## src/hw/rtl/i2cm_pkg.sv

```systemverilog
`default_nettype none

package i2cm_pkg;

   localparam logic [7:0] PHASE_TICKS_RESET = 8'd25;

   // command codes carried in the opcode field
   typedef enum logic [3:0] {
      OP_TICK    = 4'd0,
      OP_WR8     = 4'd1,
      OP_WR16    = 4'd2,
      OP_SETPTR  = 4'd3,
      OP_RD8     = 4'd4,
      OP_RD16    = 4'd5,
      OP_BURST   = 4'd6,
      OP_CURREAD = 4'd7,
      OP_PROBE   = 4'd8
   } op_type;

   // bus segments of one transaction
   typedef enum logic [3:0] {
      SEG_IDLE   = 4'd0,
      SEG_START  = 4'd1,
      SEG_ADDRW  = 4'd2,
      SEG_REG    = 4'd3,
      SEG_DHI    = 4'd4,
      SEG_DLO    = 4'd5,
      SEG_RSTART = 4'd6,
      SEG_ADDRR  = 4'd7,
      SEG_READ   = 4'd8,
      SEG_STOP   = 4'd9
   } seg_type;

   typedef struct packed {
      logic [3:0]  opcode;
      logic [6:0]  device_addr;
      logic [7:0]  reg_addr;
      logic [15:0] write_data;
      logic [7:0]  read_count;
      logic        sda_sample;
   } req_type;

   typedef struct packed {
      logic       scl_level;
      logic       sda_level;
      logic       sda_driven;
      logic       busy_res;
      logic       byte_valid;
      logic [7:0] read_byte;
      logic       last_byte;
      logic       done_res;
      logic       ack_ok;
      logic       rejected;
   } rsp_type;

   // segment that follows a finished one for the latched command
   function automatic seg_type next_seg(input seg_type seg, input logic [3:0] op);
      seg_type nxt;
      begin
         case (seg)
            SEG_START: begin
               nxt = (op == OP_CURREAD) ? SEG_ADDRR : SEG_ADDRW;
            end
            SEG_ADDRW: begin
               nxt = (op == OP_PROBE) ? SEG_STOP : SEG_REG;
            end
            SEG_REG: begin
               if (op == OP_WR8) begin
                  nxt = SEG_DLO;
               end else if (op == OP_WR16) begin
                  nxt = SEG_DHI;
               end else if (op == OP_SETPTR) begin
                  nxt = SEG_STOP;
               end else begin
                  nxt = SEG_RSTART;
               end
            end
            SEG_DHI:    nxt = SEG_DLO;
            SEG_RSTART: nxt = SEG_ADDRR;
            SEG_ADDRR:  nxt = SEG_READ;
            default:    nxt = SEG_STOP;
         endcase
         return nxt;
      end
   endfunction

endpackage

`default_nettype wire

```

## src/hw/rtl/i2c_master_register_access_core.sv

```systemverilog
// i2c master for register transactions, advanced one bus tick per req transfer
// req channel: each transfer is one tick; a command opcode while idle starts a
//   transaction (write byte/word, set pointer, read byte/word, burst, current
//   read, probe), opcode tick or unused codes just advance time
// rsp channel: exactly one transfer per req transfer, in order, carrying the
//   scl/sda drive for that tick, busy, any received byte and done with ack status
// csr channel: one write-only register, phase_ticks (ticks per bus phase);
//   csr_ready is always high, write it only while no transaction runs
// datapath: a req transfer lands in the input register, and the sequencer step is
//   written to the result register once rsp_stall no longer blocks it, which raises
//   rsp_valid (two register stages)
// throughput: one tick per clock while rsp_stall does not hold the result register
// stall: while a result waits under rsp_stall, one more item is held in the
//   input register, then req_stall goes high; nothing is dropped
// reset: bus idle (scl, sda high), phase_ticks back to 25, both registers empty
`default_nettype none

module i2c_master_register_access_core (
   input  wire logic        clock,
   input  wire logic        reset,
   // request channel
   input  wire logic        req_valid,
   output logic             req_stall,
   input  wire logic [3:0]  req_opcode,
   input  wire logic [6:0]  req_device_addr,
   input  wire logic [7:0]  req_reg_addr,
   input  wire logic [15:0] req_write_data,
   input  wire logic [7:0]  req_read_count,
   input  wire logic        req_sda_sample,
   // result channel
   output logic             rsp_valid,
   input  wire logic        rsp_stall,
   output logic             rsp_scl_level,
   output logic             rsp_sda_level,
   output logic             rsp_sda_driven,
   output logic             rsp_busy_res,
   output logic             rsp_byte_valid,
   output logic [7:0]       rsp_read_byte,
   output logic             rsp_last_byte,
   output logic             rsp_done_res,
   output logic             rsp_ack_ok,
   output logic             rsp_rejected,
   // configuration write
   input  wire logic        csr_valid,
   output logic             csr_ready,
   input  wire logic [7:0]  csr_phase_ticks
);

   logic              in_valid_ff, in_valid_in;
   i2cm_pkg::req_type in_ff;
   logic              rsp_valid_ff, rsp_valid_in;
   i2cm_pkg::rsp_type rsp_ff, res;
   logic [7:0]        phase_ticks_ff;
   logic              out_blocked;
   logic              step;

   // result register full and not being taken
   assign out_blocked = rsp_valid_ff & rsp_stall;
   // sequencer advances when the input register holds an item and the result register can take its output
   assign step        = in_valid_ff & ~out_blocked;
   assign req_stall   = in_valid_ff & out_blocked;
   assign csr_ready   = 1'b1;

   always_comb begin
      in_valid_in = in_valid_ff;
      if (req_valid && !req_stall) begin
         in_valid_in = 1'b1;
      end else if (step) begin
         in_valid_in = 1'b0;
      end
   end

   always_comb begin
      rsp_valid_in = rsp_valid_ff;
      if (step) begin
         rsp_valid_in = 1'b1;
      end else if (!rsp_stall) begin
         rsp_valid_in = 1'b0;
      end
   end

   always_ff @(posedge clock) begin
      if (reset) begin
         in_valid_ff    <= 1'b0;
         rsp_valid_ff   <= 1'b0;
         phase_ticks_ff <= i2cm_pkg::PHASE_TICKS_RESET;
      end else begin
         in_valid_ff  <= in_valid_in;
         rsp_valid_ff <= rsp_valid_in;
         if (csr_valid && csr_ready) begin
            phase_ticks_ff <= csr_phase_ticks;
         end
      end
   end

   // input register
   always_ff @(posedge clock) begin
      if (req_valid && !req_stall) begin
         in_ff.opcode      <= req_opcode;
         in_ff.device_addr <= req_device_addr;
         in_ff.reg_addr    <= req_reg_addr;
         in_ff.write_data  <= req_write_data;
         in_ff.read_count  <= req_read_count;
         in_ff.sda_sample  <= req_sda_sample;
      end
   end

   // transaction sequencer, one tick per step
   i2cm_seq u_seq (
      .clock       (clock),
      .reset       (reset),
      .step        (step),
      .req         (in_ff),
      .phase_ticks (phase_ticks_ff),
      .res         (res)
   );

   // result register
   always_ff @(posedge clock) begin
      if (step) begin
         rsp_ff <= res;
      end
   end

   assign rsp_valid      = rsp_valid_ff;
   assign rsp_scl_level  = rsp_ff.scl_level;
   assign rsp_sda_level  = rsp_ff.sda_level;
   assign rsp_sda_driven = rsp_ff.sda_driven;
   assign rsp_busy_res   = rsp_ff.busy_res;
   assign rsp_byte_valid = rsp_ff.byte_valid;
   assign rsp_read_byte  = rsp_ff.read_byte;
   assign rsp_last_byte  = rsp_ff.last_byte;
   assign rsp_done_res   = rsp_ff.done_res;
   assign rsp_ack_ok     = rsp_ff.ack_ok;
   assign rsp_rejected   = rsp_ff.rejected;

endmodule

`default_nettype wire

```

## src/hw/rtl/i2cm_seq.sv

```systemverilog
`default_nettype none

// bus sequencer: holds the transaction state, advances one tick per step
module i2cm_seq (
   input  wire logic              clock,
   input  wire logic              reset,
   input  wire logic              step,
   input  wire i2cm_pkg::req_type req,
   input  wire logic [7:0]        phase_ticks,
   output i2cm_pkg::rsp_type      res
);

   i2cm_pkg::seg_type seg_ff, seg_in, target;
   logic        half_ff, half_in;
   logic [7:0]  tick_ff, tick_in;
   logic [3:0]  bit_ff, bit_in;
   logic [7:0]  byte_ff, byte_in;
   logic [7:0]  shift_ff, shift_in;
   logic [3:0]  op_ff, op_in;
   logic [6:0]  addr_ff, addr_in;
   logic [7:0]  reg_ff, reg_in;
   logic [15:0] data_ff, data_in;
   logic [7:0]  count_ff, count_in;
   logic        ack_all_ff, ack_all_in;
   logic        ack_seen_ff, ack_seen_in;

   logic       is_cmd;
   logic       enter;
   logic       phase_end;
   logic       is_rd;
   logic       final_byte;
   logic [1:0] sub;

   always_comb begin
      seg_in      = seg_ff;
      half_in     = half_ff;
      tick_in     = tick_ff;
      bit_in      = bit_ff;
      byte_in     = byte_ff;
      shift_in    = shift_ff;
      op_in       = op_ff;
      addr_in     = addr_ff;
      reg_in      = reg_ff;
      data_in     = data_ff;
      count_in    = count_ff;
      ack_all_in  = ack_all_ff;
      ack_seen_in = ack_seen_ff;
      enter       = 1'b0;
      target      = i2cm_pkg::SEG_IDLE;
      phase_end   = 1'b0;
      is_rd       = 1'b0;
      final_byte  = 1'b0;
      sub         = 2'd0;
      res            = '0;
      res.scl_level  = 1'b1;
      res.sda_level  = 1'b1;
      res.sda_driven = 1'b1;

      is_cmd = (req.opcode >= i2cm_pkg::OP_WR8) && (req.opcode <= i2cm_pkg::OP_PROBE);

      // command latch, the command tick is the first tick of the start
      if (seg_ff == i2cm_pkg::SEG_IDLE) begin
         if (is_cmd) begin
            op_in   = req.opcode;
            addr_in = req.device_addr;
            reg_in  = req.reg_addr;
            data_in = req.write_data;
            if (req.opcode == i2cm_pkg::OP_RD8) begin
               count_in = 8'd1;
            end else if (req.opcode == i2cm_pkg::OP_RD16) begin
               count_in = 8'd2;
            end else begin
               count_in = req.read_count;
            end
            if (count_in == 8'd0) begin
               count_in = 8'd1;
            end
            byte_in     = 8'd0;
            ack_all_in  = 1'b1;
            seg_in      = i2cm_pkg::SEG_START;
            half_in     = 1'b0;
            bit_in      = 4'd1;
            tick_in     = 8'd0;
            ack_seen_in = 1'b0;
         end
      end else if (is_cmd) begin
         res.rejected = 1'b1;
      end

      if (seg_in != i2cm_pkg::SEG_IDLE) begin
         phase_end    = ({1'b0, tick_in} + 9'd1) >= {1'b0, phase_ticks};
         res.busy_res = 1'b1;
         case (seg_in)
            i2cm_pkg::SEG_START, i2cm_pkg::SEG_RSTART: begin
               sub           = bit_in[1:0];
               res.scl_level = (sub == 2'd1) || (sub == 2'd2);
               res.sda_level = (sub < 2'd2);
               if (phase_end) begin
                  if (sub < 2'd3) begin
                     bit_in  = {2'b00, sub} + 4'd1;
                     tick_in = 8'd0;
                  end else begin
                     enter  = 1'b1;
                     target = i2cm_pkg::next_seg(seg_in, op_in);
                  end
               end else begin
                  tick_in = tick_in + 8'd1;
               end
            end
            i2cm_pkg::SEG_STOP: begin
               sub           = (bit_in > 4'd2) ? 2'd2 : bit_in[1:0];
               res.scl_level = (sub >= 2'd1);
               res.sda_level = (sub == 2'd2);
               if (phase_end) begin
                  if (sub < 2'd2) begin
                     bit_in  = {2'b00, sub} + 4'd1;
                     tick_in = 8'd0;
                  end else begin
                     res.done_res = 1'b1;
                     res.ack_ok   = ack_all_in;
                     enter        = 1'b1;
                     target       = i2cm_pkg::SEG_IDLE;
                  end
               end else begin
                  tick_in = tick_in + 8'd1;
               end
            end
            default: begin
               // byte segments: eight data bits then the ack bit
               is_rd         = (seg_in == i2cm_pkg::SEG_READ);
               final_byte    = ({1'b0, byte_in} + 9'd1) >= {1'b0, count_in};
               res.scl_level = half_in;
               if (bit_in < 4'd8) begin
                  if (is_rd) begin
                     res.sda_driven = 1'b0;
                     res.sda_level  = 1'b1;
                     if (half_in && (tick_in == 8'd0)) begin
                        shift_in = {shift_in[6:0], req.sda_sample};
                        if (bit_in == 4'd7) begin
                           res.byte_valid = 1'b1;
                           res.read_byte  = shift_in;
                           res.last_byte  = final_byte;
                        end
                     end
                  end else begin
                     res.sda_driven = 1'b1;
                     res.sda_level  = shift_in[3'd7 - bit_in[2:0]];
                  end
               end else if (is_rd) begin
                  // master ack, nack on the last byte
                  res.sda_driven = 1'b1;
                  res.sda_level  = final_byte;
               end else begin
                  res.sda_driven = 1'b0;
                  res.sda_level  = 1'b1;
                  if (half_in && !req.sda_sample) begin
                     ack_seen_in = 1'b1;
                  end
               end
               if (phase_end) begin
                  tick_in = 8'd0;
                  if (!half_in) begin
                     half_in = 1'b1;
                  end else if (bit_in < 4'd8) begin
                     half_in = 1'b0;
                     bit_in  = bit_in + 4'd1;
                  end else if (is_rd) begin
                     byte_in = byte_in + 8'd1;
                     enter   = 1'b1;
                     target  = (byte_in >= count_in) ? i2cm_pkg::SEG_STOP
                                                     : i2cm_pkg::SEG_READ;
                  end else begin
                     if (!ack_seen_in) begin
                        ack_all_in = 1'b0;
                     end
                     enter  = 1'b1;
                     target = i2cm_pkg::next_seg(seg_in, op_in);
                  end
               end else begin
                  tick_in = tick_in + 8'd1;
               end
            end
         endcase
      end

      // segment entry clears the bit state and loads the shifter for byte segments
      if (enter) begin
         seg_in      = target;
         half_in     = 1'b0;
         bit_in      = 4'd0;
         tick_in     = 8'd0;
         ack_seen_in = 1'b0;
         case (target)
            i2cm_pkg::SEG_ADDRW: shift_in = {addr_in, 1'b0};
            i2cm_pkg::SEG_ADDRR: shift_in = {addr_in, 1'b1};
            i2cm_pkg::SEG_REG:   shift_in = reg_in;
            i2cm_pkg::SEG_DHI:   shift_in = data_in[15:8];
            i2cm_pkg::SEG_DLO:   shift_in = data_in[7:0];
            i2cm_pkg::SEG_READ:  shift_in = 8'd0;
            default:             shift_in = shift_in;
         endcase
      end
   end

   always_ff @(posedge clock) begin
      if (reset) begin
         seg_ff      <= i2cm_pkg::SEG_IDLE;
         half_ff     <= 1'b0;
         tick_ff     <= 8'd0;
         bit_ff      <= 4'd0;
         byte_ff     <= 8'd0;
         ack_all_ff  <= 1'b1;
         ack_seen_ff <= 1'b0;
      end else if (step) begin
         seg_ff      <= seg_in;
         half_ff     <= half_in;
         tick_ff     <= tick_in;
         bit_ff      <= bit_in;
         byte_ff     <= byte_in;
         ack_all_ff  <= ack_all_in;
         ack_seen_ff <= ack_seen_in;
      end
   end

   always_ff @(posedge clock) begin
      if (step) begin
         shift_ff <= shift_in;
         op_ff    <= op_in;
         addr_ff  <= addr_in;
         reg_ff   <= reg_in;
         data_ff  <= data_in;
         count_ff <= count_in;
      end
   end

endmodule

`default_nettype wire

```

## config.mk

```make
export PLATFORM = sky130hd
export DESIGN_NAME = i2c_master_register_access_core
export DESIGN_NICKNAME = d
export VERILOG_FILES = /design/src/hw/rtl/i2cm_pkg.sv /design/src/hw/rtl/i2c_master_register_access_core.sv /design/src/hw/rtl/i2cm_seq.sv
export SDC_FILE = /design/constraint.sdc
export NUM_CORES = 1
export LEC_CHECK = 0
export ABC_AREA = 1
export BUFFER_PORTS_ARGS = -buffer_cell sky130_fd_sc_hd__buf_2
export CAP_MARGIN = 20
export CORE_MARGIN = 5
export CORE_UTILIZATION = 25
export CTS_CLUSTER_SIZE = 24
export DETAILED_ROUTE_END_ITERATION = 16
export PLACE_DENSITY = 0.38
export SLEW_MARGIN = 20
export SYNTH_ARGS = -nofsm -noshare
export SYNTH_HDL_FRONTEND = slang
export SYNTH_HIERARCHICAL = 1
export SYNTH_SLANG_ARGS = --single-unit
```

## constraint.sdc

```tcl
create_clock -name clock -period 18.95 [get_ports clock]
set_clock_uncertainty 0.2 [all_clocks]
set_input_delay 4.7375 -clock clock [delete_from_list [all_inputs] [get_ports clock]]
set_output_delay 4.7375 -clock clock [all_outputs]
set_load 0.01 [all_outputs]
```

==> results of run 1 <==
-- registers in the layout (all words and copies together) (netlist names), 7 cells and up, named ones only --
register and flops:
rsp_read_byte 8, u_seq/reg_ff 8, u_seq/tick_ff 8, u_seq/count_ff 8, u_seq/byte_ff 8, u_seq/shift_ff 8, u_seq/data_ff 16, u_seq/addr_ff 7
in_ff 44, phase_ticks_ff 8
-- power groups by stage --
stage          Clock [mW]  Combinational [mW]  Sequential [mW]
2_1_floorplan           0              0.0901            0.389
3_3_place_gp            0               0.128            0.390
3_5_place_dp            0               0.128            0.390
4_1_cts             0.357               0.128            0.383
5_1_grt             0.368               0.144            0.384
6_report            0.342               0.126            0.382
-- stage by stage --
stage / total power, mW / worst slack (ps) / util / area [sq um] / cells
6_report: 0.8504 / 8844 / 0.2978 / 9444 / 1455
4_1_cts: 0.8677 / 8842 / 0.2978 / 9444 / 1455
5_1_grt: 0.8970 / 8780 / 0.2978 / 9444 / 1455
2_1_floorplan: 0.4792 / 9075 / - / 8085 / 969
3_5_place_dp: 0.5174 / 8845 / 0.2794 / 8861 / 1423
3_3_place_gp: 0.5177 / 8834 / 0.2794 / 8861 / 1423
-- worst paths after layout --
kind	start	endpoint	slack [ps]	depth (start not counted)
worst min-delay path	u_seq/ack_all_ff	u_seq/ack_all_ff	260	2
worst min register to register	u_seq/ack_all_ff	u_seq/ack_all_ff	260	2
worst max-delay path	rsp_stall	req_stall	8840	4
worst max register to register	in_ff[40]	u_seq/shift_ff[4]	13900	27
-- cells in the final DEF (no fill, tap or decap), types with 11 or more instances in the layout --
master,count
nand4_1,12
nor2_1,79
nand3_1,62
dfxtp_1,37
nand2_1,311
o21ai_0,53
a21oi_1,46
nor2_2,11
inv_1,98
ha_1,24
clkbuf_16,17
edfxtp_1,112
buf_2,75
-- layer usage --
metal	track usage	routed length (um)	vias to the layer above
met3	0.02294	713	11
met1	0.1724	10970	3016
li1	-	-	3356
met2	0.1991	10060	114
met5	0	0	-
met4	0.03534	218	0
-- kinds of logic (layout without fill, tap and decap cells) --
family / Yosys count / count (layout) / share of synthesized area
other cells: 1 / 1 / 0.0004638
fa+ha+maj: 24 / 24 / 0.03714
compound gates: 131 / 131 / 0.08774
xor+xnor: 8 / 8 / 0.008666
flops: 149 / 149 / 0.5076
simple gates: 521 / 521 / 0.2903
buf+inv: 135 / 219 / 0.06809
-- worst max-delay path: stages --
cell	delay, ps
buf_2	120
nand3_1	120
inv_1	70
buf_2	120
-- layout make-up --
type	instances	share of cell area
Clock inverter	15	0.01669
Timing Repair Buffer	78	0.04213
Clock buffer	17	0.04505
Multi-Input combinational cell	685	0.3645
Sequential cell	149	0.4346
Inverter	109	0.04385
Tap cell	402	0.05326
==> impl_metrics.ini, run 1 <==
[sta]
hold_viol_final = 0
finalSetupViolations = 0
report.final.slew_viol_count = 0
finalCriticalPeriod_ps = 10110
relSlewSlack = 0.3615
rsz0062_at_grt = false
worstMarginPinSlew_ps = 957.7
worst_hold_slack_ps = 262.3
max_freq_mhz = 98.95
min_period_over_period = 0.5333
setup_tns_ps = 0

[place]
portBuffers = 75
place_congestion = 0.8701
hpwlAfterDp_um = 15530

[power_and_ir_drop]
p_switching_mw = 0.2626
p_sw_frac = 0.3088
power_frac_comb = 0.148
power_density_nw_per_um2 = 90.04
p_int_mw = 0.5878
p_leak_nw = 4.204
seq_power_share = 0.449
ir_worst_vdd_v = 0.00005950
clkPwrFrac = 0.402

[synthesis]
syn_area_sq_um = 8085
synth_ff_type = edfxtp_1
syn_inst = 969
ys_seq_area_frac = 0.5076
synth_cell_types = 44
yosysTopAreaCellShare = 0.4160
syn-num-nets = 1050
synth.most_common_cell = nand2_1
synth_common_cells = nand2_1 (311), edfxtp_1 (112), inv_1 (99)
async_reset_ff_frac = 0
ys_ff_latch = 149
avgSynthCellArea_sq_um = 8.344
synth.yosys.warnings = 6
synth-edff-count = 112
synth_area_leaders = edfxtp_1 (42%), nand2_1 (14%), dfxtp_1 (9.2%)
yosysTopAreaCell = edfxtp_1

[status]
status = finished, final reports clean

[clock_tree]
h-tree-depth = 4
cts_sinks = 149
clockBufferDepth = 2
cts_setup_buffers = 0
hold_buffers = 0
numCtsBuffers = 17
post_cts_resized = 0
cts_tree = done
clk_latency_ps = 440
clock-root-buffer = clkbuf_16
path_clk_slew_ps = 70

[grt]
first_global_vias = 6513
overflow = 0
grt_pass1_wl_um = 35460
antenna_found_initial = 0
grt_max_degree = 65
track_usage = 0.1243

[route]
drt_wl_total_um = 21960
drt.antenna.violating_nets = 0
num_vias = 6497
via_per_inst = 4.465
wire_per_inst_um = 15.09
drc = 0
drt_iter0_drc = 461
drt-pass1-iter-count = 5

[final_layout]
fillers = 3444
area_delta_synth_final_pct = 16.81
multiInputGateArea_sq_um = 3442
diodes = 0
regArea_sq_um = 4104
drive_above_1_share = 0.1614
final_nets = 1121

[floorplanning]
die_area_sq_um = 36040
core_sq_um = 31720
die_y_um = 189.8
top_level_ports = 77
num_rows = 65
start_util = 0.2549
fp.dieW_um = 189.8

[setup_path]
critPathArrivalTime_ps = 5170
crit_type = in -> out
critPathLaunchType = primary input
crit_required_ps = 14010
path_max_fanout = 3
cp-end-kind = primary output

[worst_hold_path]
hold_path.class = reg -> reg

[run]
drv_cap = 0
Note: power is estimated with default switching activity, not from simulation.
==> inputs of run 2 (changes only) <==
- PLACE_DENSITY: 0.38 -> 0.4
- clock period: 18.95 -> 9.1 ns (I/O delays scaled with it)
==> run 2 against run 1 <==
  * Sequential cell count stayed put
  * Power increased by 110%
  * First-iteration DRC count decreased by 31%
  * Die area unchanged
  * Non-clock buffer count increased by 1
  * Worst setup slack lost 4900 ps
  * Combinational power rose by 110%
  * Critical path type unchanged
  * Critical endpoint unchanged
  * Largest cell class unchanged
==> impl_metrics.ini, run 2 (synthesis gave the netlist of run 1 again) <==
[status]
status = finished, final reports clean

[grt]
grt_pass1_wl_um = 34560
grt_max_degree = 49
first_global_vias = 6416
use_met3 = 0.02972
track_usage = 0.1215
top_usage_layer = met2
grt_use_met2 = 0.1877
use_met1 = 0.1700
overflow = 0
antenna_found_initial = 0

[floorplanning]
fp.dieW_um = 189.8
die_area_sq_um = 36040
start_util = 0.2549
core_sq_um = 31720
num_rows = 65
die_y_um = 189.8
top_level_ports = 77

[final_layout]
fillers = 3413
top_register = in_ff
mostFrequentLayoutCell = nand2_1
reg_top3 = in_ff: 44 flops, u_seq/data_ff: 16 flops
final_nets = 1122
largest_reg_flops = 44
mostFrequentLayoutCells = nand2_1 (311), edfxtp_1 (112), inv_1 (98), nor2_1 (79), buf_2 (75)
drive_above_1_share = 0.1613
area_delta_synth_final_pct = 17.22
diodes = 0

[sta]
max_freq_mhz = 192.9
worstMarginPinSlew_ps = 946.7
hold_viol_final = 0
finalCriticalPeriod_ps = 5185
worst_hold_slack_ps = 267.8
min_period_over_period = 0.5698
finalSetupViolations = 0
setup_tns_ps = 0
relSlewSlack = 0.3689
rsz0062_at_grt = false
report.final.slew_viol_count = 0

[route]
via_per_inst = 4.425
drt_wl_total_um = 21570
drt.antenna.violating_nets = 0
num_vias = 6443
drt_iter0_drc = 316
drc = 0
wire_per_inst_um = 14.82
drt-pass1-iter-count = 4

[clock_tree]
hold_buffers = 0
post_cts_resized = 0
cts_sinks = 149
cts_setup_buffers = 0
clockBufferDepth = 2
cts_tree = done
path_clk_slew_ps = 70
numCtsBuffers = 17
clk_latency_ps = 440
clock-root-buffer = clkbuf_16
h-tree-depth = 4

[setup_path]
critPathTopFamily = buffers and inverters
path_max_fanout = 3
crit_required_ps = 6630
slowest_delay_ps = 120
crit_type = in -> out
cp-end-kind = primary output
crit_top_cell = buf_2
cp_cell_sequence = buf_2 -> nand3_1 -> inv_1 -> buf_2
crit_start = rsp_stall
crit_path_top_delay_cell = buf_2
critPathLaunchType = primary input
critPathArrivalTime_ps = 2710
rr_startpoint = in_ff[40]
cp_num_buf_inv = 3

[worst_hold_path]
hold_path.class = reg -> reg
worstHoldStart = u_seq/tick_ff[4]

[place]
portBuffers = 75
hpwlAfterDp_um = 15340
place_congestion = 0.8230

[power_and_ir_drop]
ir_worst_vdd_v = 0.0001376
power_density_nw_per_um2 = 190.2
p_leak_nw = 4.231

[run]
drv_cap = 0
[run 2: cell types whose count changed in the layout (fill, tap and decap cells not counted)]
cell | before | now
clkinvlp_4 | 3 | 0
clkinv_4 | 0 | 1
clkinv_8 | 2 | 1
clkbuf_1 | 0 | 1
buf_4 | 3 | 4
inv_6 | 5 | 8
bufinv_16 | 0 | 2
inv_8 | 6 | 3
[run 2: stage by stage]
| step | total power, mW | area [sq um] | instances | utilization | setup slack, ps |
|---|---|---|---|---|---|
| 3_5_place_dp | 1.078 | 8869 | 1424 | 0.2796 | 3910 |
| 4_1_cts | 1.841 | 9478 | 1456 | 0.2988 | 3909 |
| 3_3_place_gp | 1.078 | 8869 | 1424 | 0.2796 | 3917 |
| 6_report | 1.803 | 9478 | 1456 | 0.2988 | 3915 |
| 5_1_grt | 1.905 | 9478 | 1456 | 0.2988 | 3419 |
| 2_1_floorplan | 0.9980 | 8085 | 969 | - | 2162 |
[run 2: metal layers]
| metal | vias up | share of wire |
|---|---|---|
| li1 | 3360 | - |
| met1 | 2974 | 0.50 |
| met2 | 99 | 0.45 |
| met3 | 10 | 0.038 |
| met4 | 0 | 0.011 |
| met5 | - | 0 |
[run 2: path summary, 6_finish.rpt]
path	to	slack, ps	cells past startpoint
max	req_stall	3910	4
min reg2reg	u_seq/tick_ff[4]	270	2
max reg2reg	u_seq/shift_ff[1]	4060	26
min	u_seq/tick_ff[4]	270	2
[run 2: cell type report]
type	count	area, sq um	area share
Clock buffer	18	429.2	0.04528
Tap cell	402	503.0	0.05307
Inverter	109	414.1	0.04370
Sequential cell	149	4104	0.4330
Timing Repair Buffer	79	405.4	0.04277
Clock inverter	14	180.2	0.01901
Multi-Input combinational cell	685	3442	0.3632
[run 2: power by group]
part           internal (mW)  switching (mW)  total, mW
logic                 0.0765           0.186      0.263
registers              0.780          0.0163      0.796
clock network          0.418           0.326      0.744
total                   1.27           0.528       1.80
[run 2: worst min-delay path: stages (launching register included)]
cell	delay (ps)
dfxtp_1	310
nand2_1	60
a21oi_1	50
==> inputs of run 3 (changes only) <==
- ABC_AREA: 1 -> 0
- clock period: 9.1 -> 4.4 ns (I/O delays scaled with it)
==> run 3 against run 2 <==
  * Global-route usage increased by 1.3 points
  * Register-to-register slack got worse by 3900 ps
  * Worst setup slack worse by 3800 ps
  * Critical endpoint is now u_seq/shift_ff[3]
  * Final area up 5.8%
  * Clock-buffer cell count is 1 lower
  * Power up 94%
  * Largest power group unchanged
==> impl_metrics.ini, run 3 <==
[status]
status = finished, final reports clean

[grt]
overflow = 0
track_usage = 0.1343
grt_pass1_wl_um = 37360
first_global_vias = 6554
grt_max_degree = 50
antenna_found_initial = 0

[place]
hpwlAfterDp_um = 17200
portBuffers = 75
dpl_cell_area_sq_um = 9245
placed_cells = 1294
pre_cts_slack_ps = -36.53
place_congestion = 0.8761

[setup_path]
crit_path_top_delay_cell = edfxtp_1
critPathArrivalTime_ps = 4220
crit_type = reg -> reg
critPathLaunchType = register
crit_top_cell = buf_4
cp_cell_sequence = buf_4 -> buf_4 -> nor4_4 -> buf_4 -> o311ai_2 -> nor2_2 -> nand4_1 -> xor2_1 -> nor2_1 -> ha_1 -> and3_1 -> a221oi_1 -> o21a_2 -> nand2_2 -> nand2_2 -> nor4_4 -> buf_4 -> a22oi_1 -> nand4_1
crit_required_ps = 4370
cp-end-kind = register
slowest_delay_ps = 430
path_max_fanout = 9

[power_and_ir_drop]
power_mw = 3.502
power_density_nw_per_um2 = 349.3
ir_worst_vdd_v = 0.0002067
p_leak_nw = 3.897

[clock_tree]
h-tree-depth = 4
clk_latency_ps = 440
cts_sinks = 149
clock-root-buffer = clkbuf_16
clockBufferDepth = 2
hold_buffers = 0
path_clk_slew_ps = 70
numCtsBuffers = 17
cts_tree = done

[route]
drt.antenna.violating_nets = 0
drt_iter0_drc = 423
route.met2.wl_um = 10690
num_vias = 6445
drt_wl_total_um = 23700
wl_met1_um = 11560
wl_met3_um = 1078
wire_per_inst_um = 17.74
drt-pass1-iter-count = 5
via_per_inst = 4.824
drc = 0
top_layer = met4

[final_layout]
largest_reg_flops = 44
area_delta_synth_final_pct = 26.33
fillers = 3304
reg_top3 = in_ff: 44 flops, u_seq/data_ff: 16 flops
stdcell_area_sq_um = 10030
mostFrequentLayoutCells = nand2_1 (141), edfxtp_1 (112), buf_4 (81), buf_2 (75), nor2_1 (48)
drive_above_1_share = 0.2666
top_register = in_ff
mostFrequentLayoutCell = nand2_1
final_util = 0.3185
diodes = 0
final_nets = 1002
fin_cells = 1336

[synthesis]
ys_seq_area_frac = 0.5171
yosysTopAreaCellShare = 0.4238
synth_cell_types = 76
synth.most_common_cell = nand2_1
synth_ff_type = edfxtp_1
avgSynthCellArea_sq_um = 10.05
synth_common_cells = nand2_1 (144), edfxtp_1 (112), nor2_1 (52)
syn_inst = 790
syn_area_sq_um = 7936
synth_area_leaders = edfxtp_1 (42%), dfxtp_1 (9.3%), nand2_1 (6.8%)
async_reset_ff_frac = 0
synth-edff-count = 112
synth.yosys.warnings = 6
yosysTopAreaCell = edfxtp_1
ys_ff_latch = 149
syn-num-nets = 871

[sta]
finalSetupViolations = 0
setup_slack_ps = 153.4
max_freq_mhz = 235.5
finalCriticalPeriod_ps = 4247
report.final.slew_viol_count = 0
relSlewSlack = 0.4603
worstMarginPinSlew_ps = 809.5
worst_hold_slack_ps = 293.5
setup_tns_ps = 0
hold_viol_final = 0
min_period_over_period = 0.9651
rsz0062_at_grt = true

[worst_hold_path]
hold_path.class = reg -> reg

[floorplanning]
top_level_ports = 77
fp.dieW_um = 188.2
num_rows = 65
die_area_sq_um = 35410
core_sq_um = 31470
start_util = 0.2522
die_y_um = 188.2

[run]
drv_cap = 0
==> run 3: changes by cell type in the layout (fill, tap and decap cells not counted), moves of 8 or more <==
cell and delta:
nor2_2 -9, nand2_1 -170, and2_1 +13, nand4b_1 +9, nor2_1 -31, a211o_1 +8
inv_1 -65, buf_4 +77, nand3_1 -44, inv_2 -9, a22oi_1 +19, and3_1 +8
mux2i_1 +12, o21ai_0 -27
==> run 3: power by group <==
| group | leakage [nW] | internal (mW) | switching [mW] | total (mW) |
|---|---|---|---|---|
| logic | 2.24 | 0.142 | 0.251 | 0.393 |
| registers | 1.37 | 1.59 | 0.0320 | 1.62 |
| clock network | 0.288 | 0.805 | 0.680 | 1.48 |
| total | 3.90 | 2.54 | 0.963 | 3.50 |
==> run 3: what timing repair did <==
item | 4_1_cts | 5_1_grt
gates cloned | 0 | 0
setup buffers | 4 | 6
setup endpoints to repair | 2 | 36
endpoints found under the hold margin | 0 | 0
gates resized for setup | 2 | 26
pin swaps | 1 | 7
==> run 3: worst paths after layout <==
kind	start	to	slack (ps)	cells past startpoint
min	phase_ticks_ff[6]	phase_ticks_ff[6]	290	2
max	in_ff[40]	u_seq/shift_ff[3]	150	19
min reg2reg	phase_ticks_ff[6]	phase_ticks_ff[6]	290	2
max reg2reg	in_ff[40]	u_seq/shift_ff[3]	150	19
==> run 3: metal layers <==
layer | GRT usage | up-vias
met5 | 0 | -
met4 | 0.04009 | 0
met3 | 0.02779 | 29
met2 | 0.2081 | 144
met1 | 0.1897 | 3100
li1 | - | 3172
==> run 3: logic make-up after synthesis <==
logic type,Yosys count,share of synthesized area
xor+xnor,12,0.01324
simple gates,333,0.2120
buf+inv,79,0.04383
other cells,1,0.0004725
mux,17,0.02223
compound gates,175,0.1532
flops,149,0.5171
fa+ha+maj,24,0.03784
==> run 3: layout make-up <==
class / instances / area, sq um / area share
clock buffer: 17 / 425.4 / 0.04243
timing repair buffer: 157 / 1003 / 0.1001
sequential: 149 / 4104 / 0.4093
multi-input combinational: 562 / 3700 / 0.3690
clock inverter: 15 / 162.7 / 0.01622
inverter: 34 / 127.6 / 0.01273
tap: 402 / 503.0 / 0.05017
==> run 3: worst max-delay path: cells and delay by family, from the launching register on <==
| kind | cells | cell delay, ps |
|---|---|---|
| and+or+nand+nor | 9 | 1400 |
| AOI/OAI and AO/OA | 4 | 840 |
| buffers and inverters | 4 | 670 |
| DFF | 1 | 430 |
| adders and majority gates | 1 | 270 |
| xor gates and xnor gates | 1 | 170 |
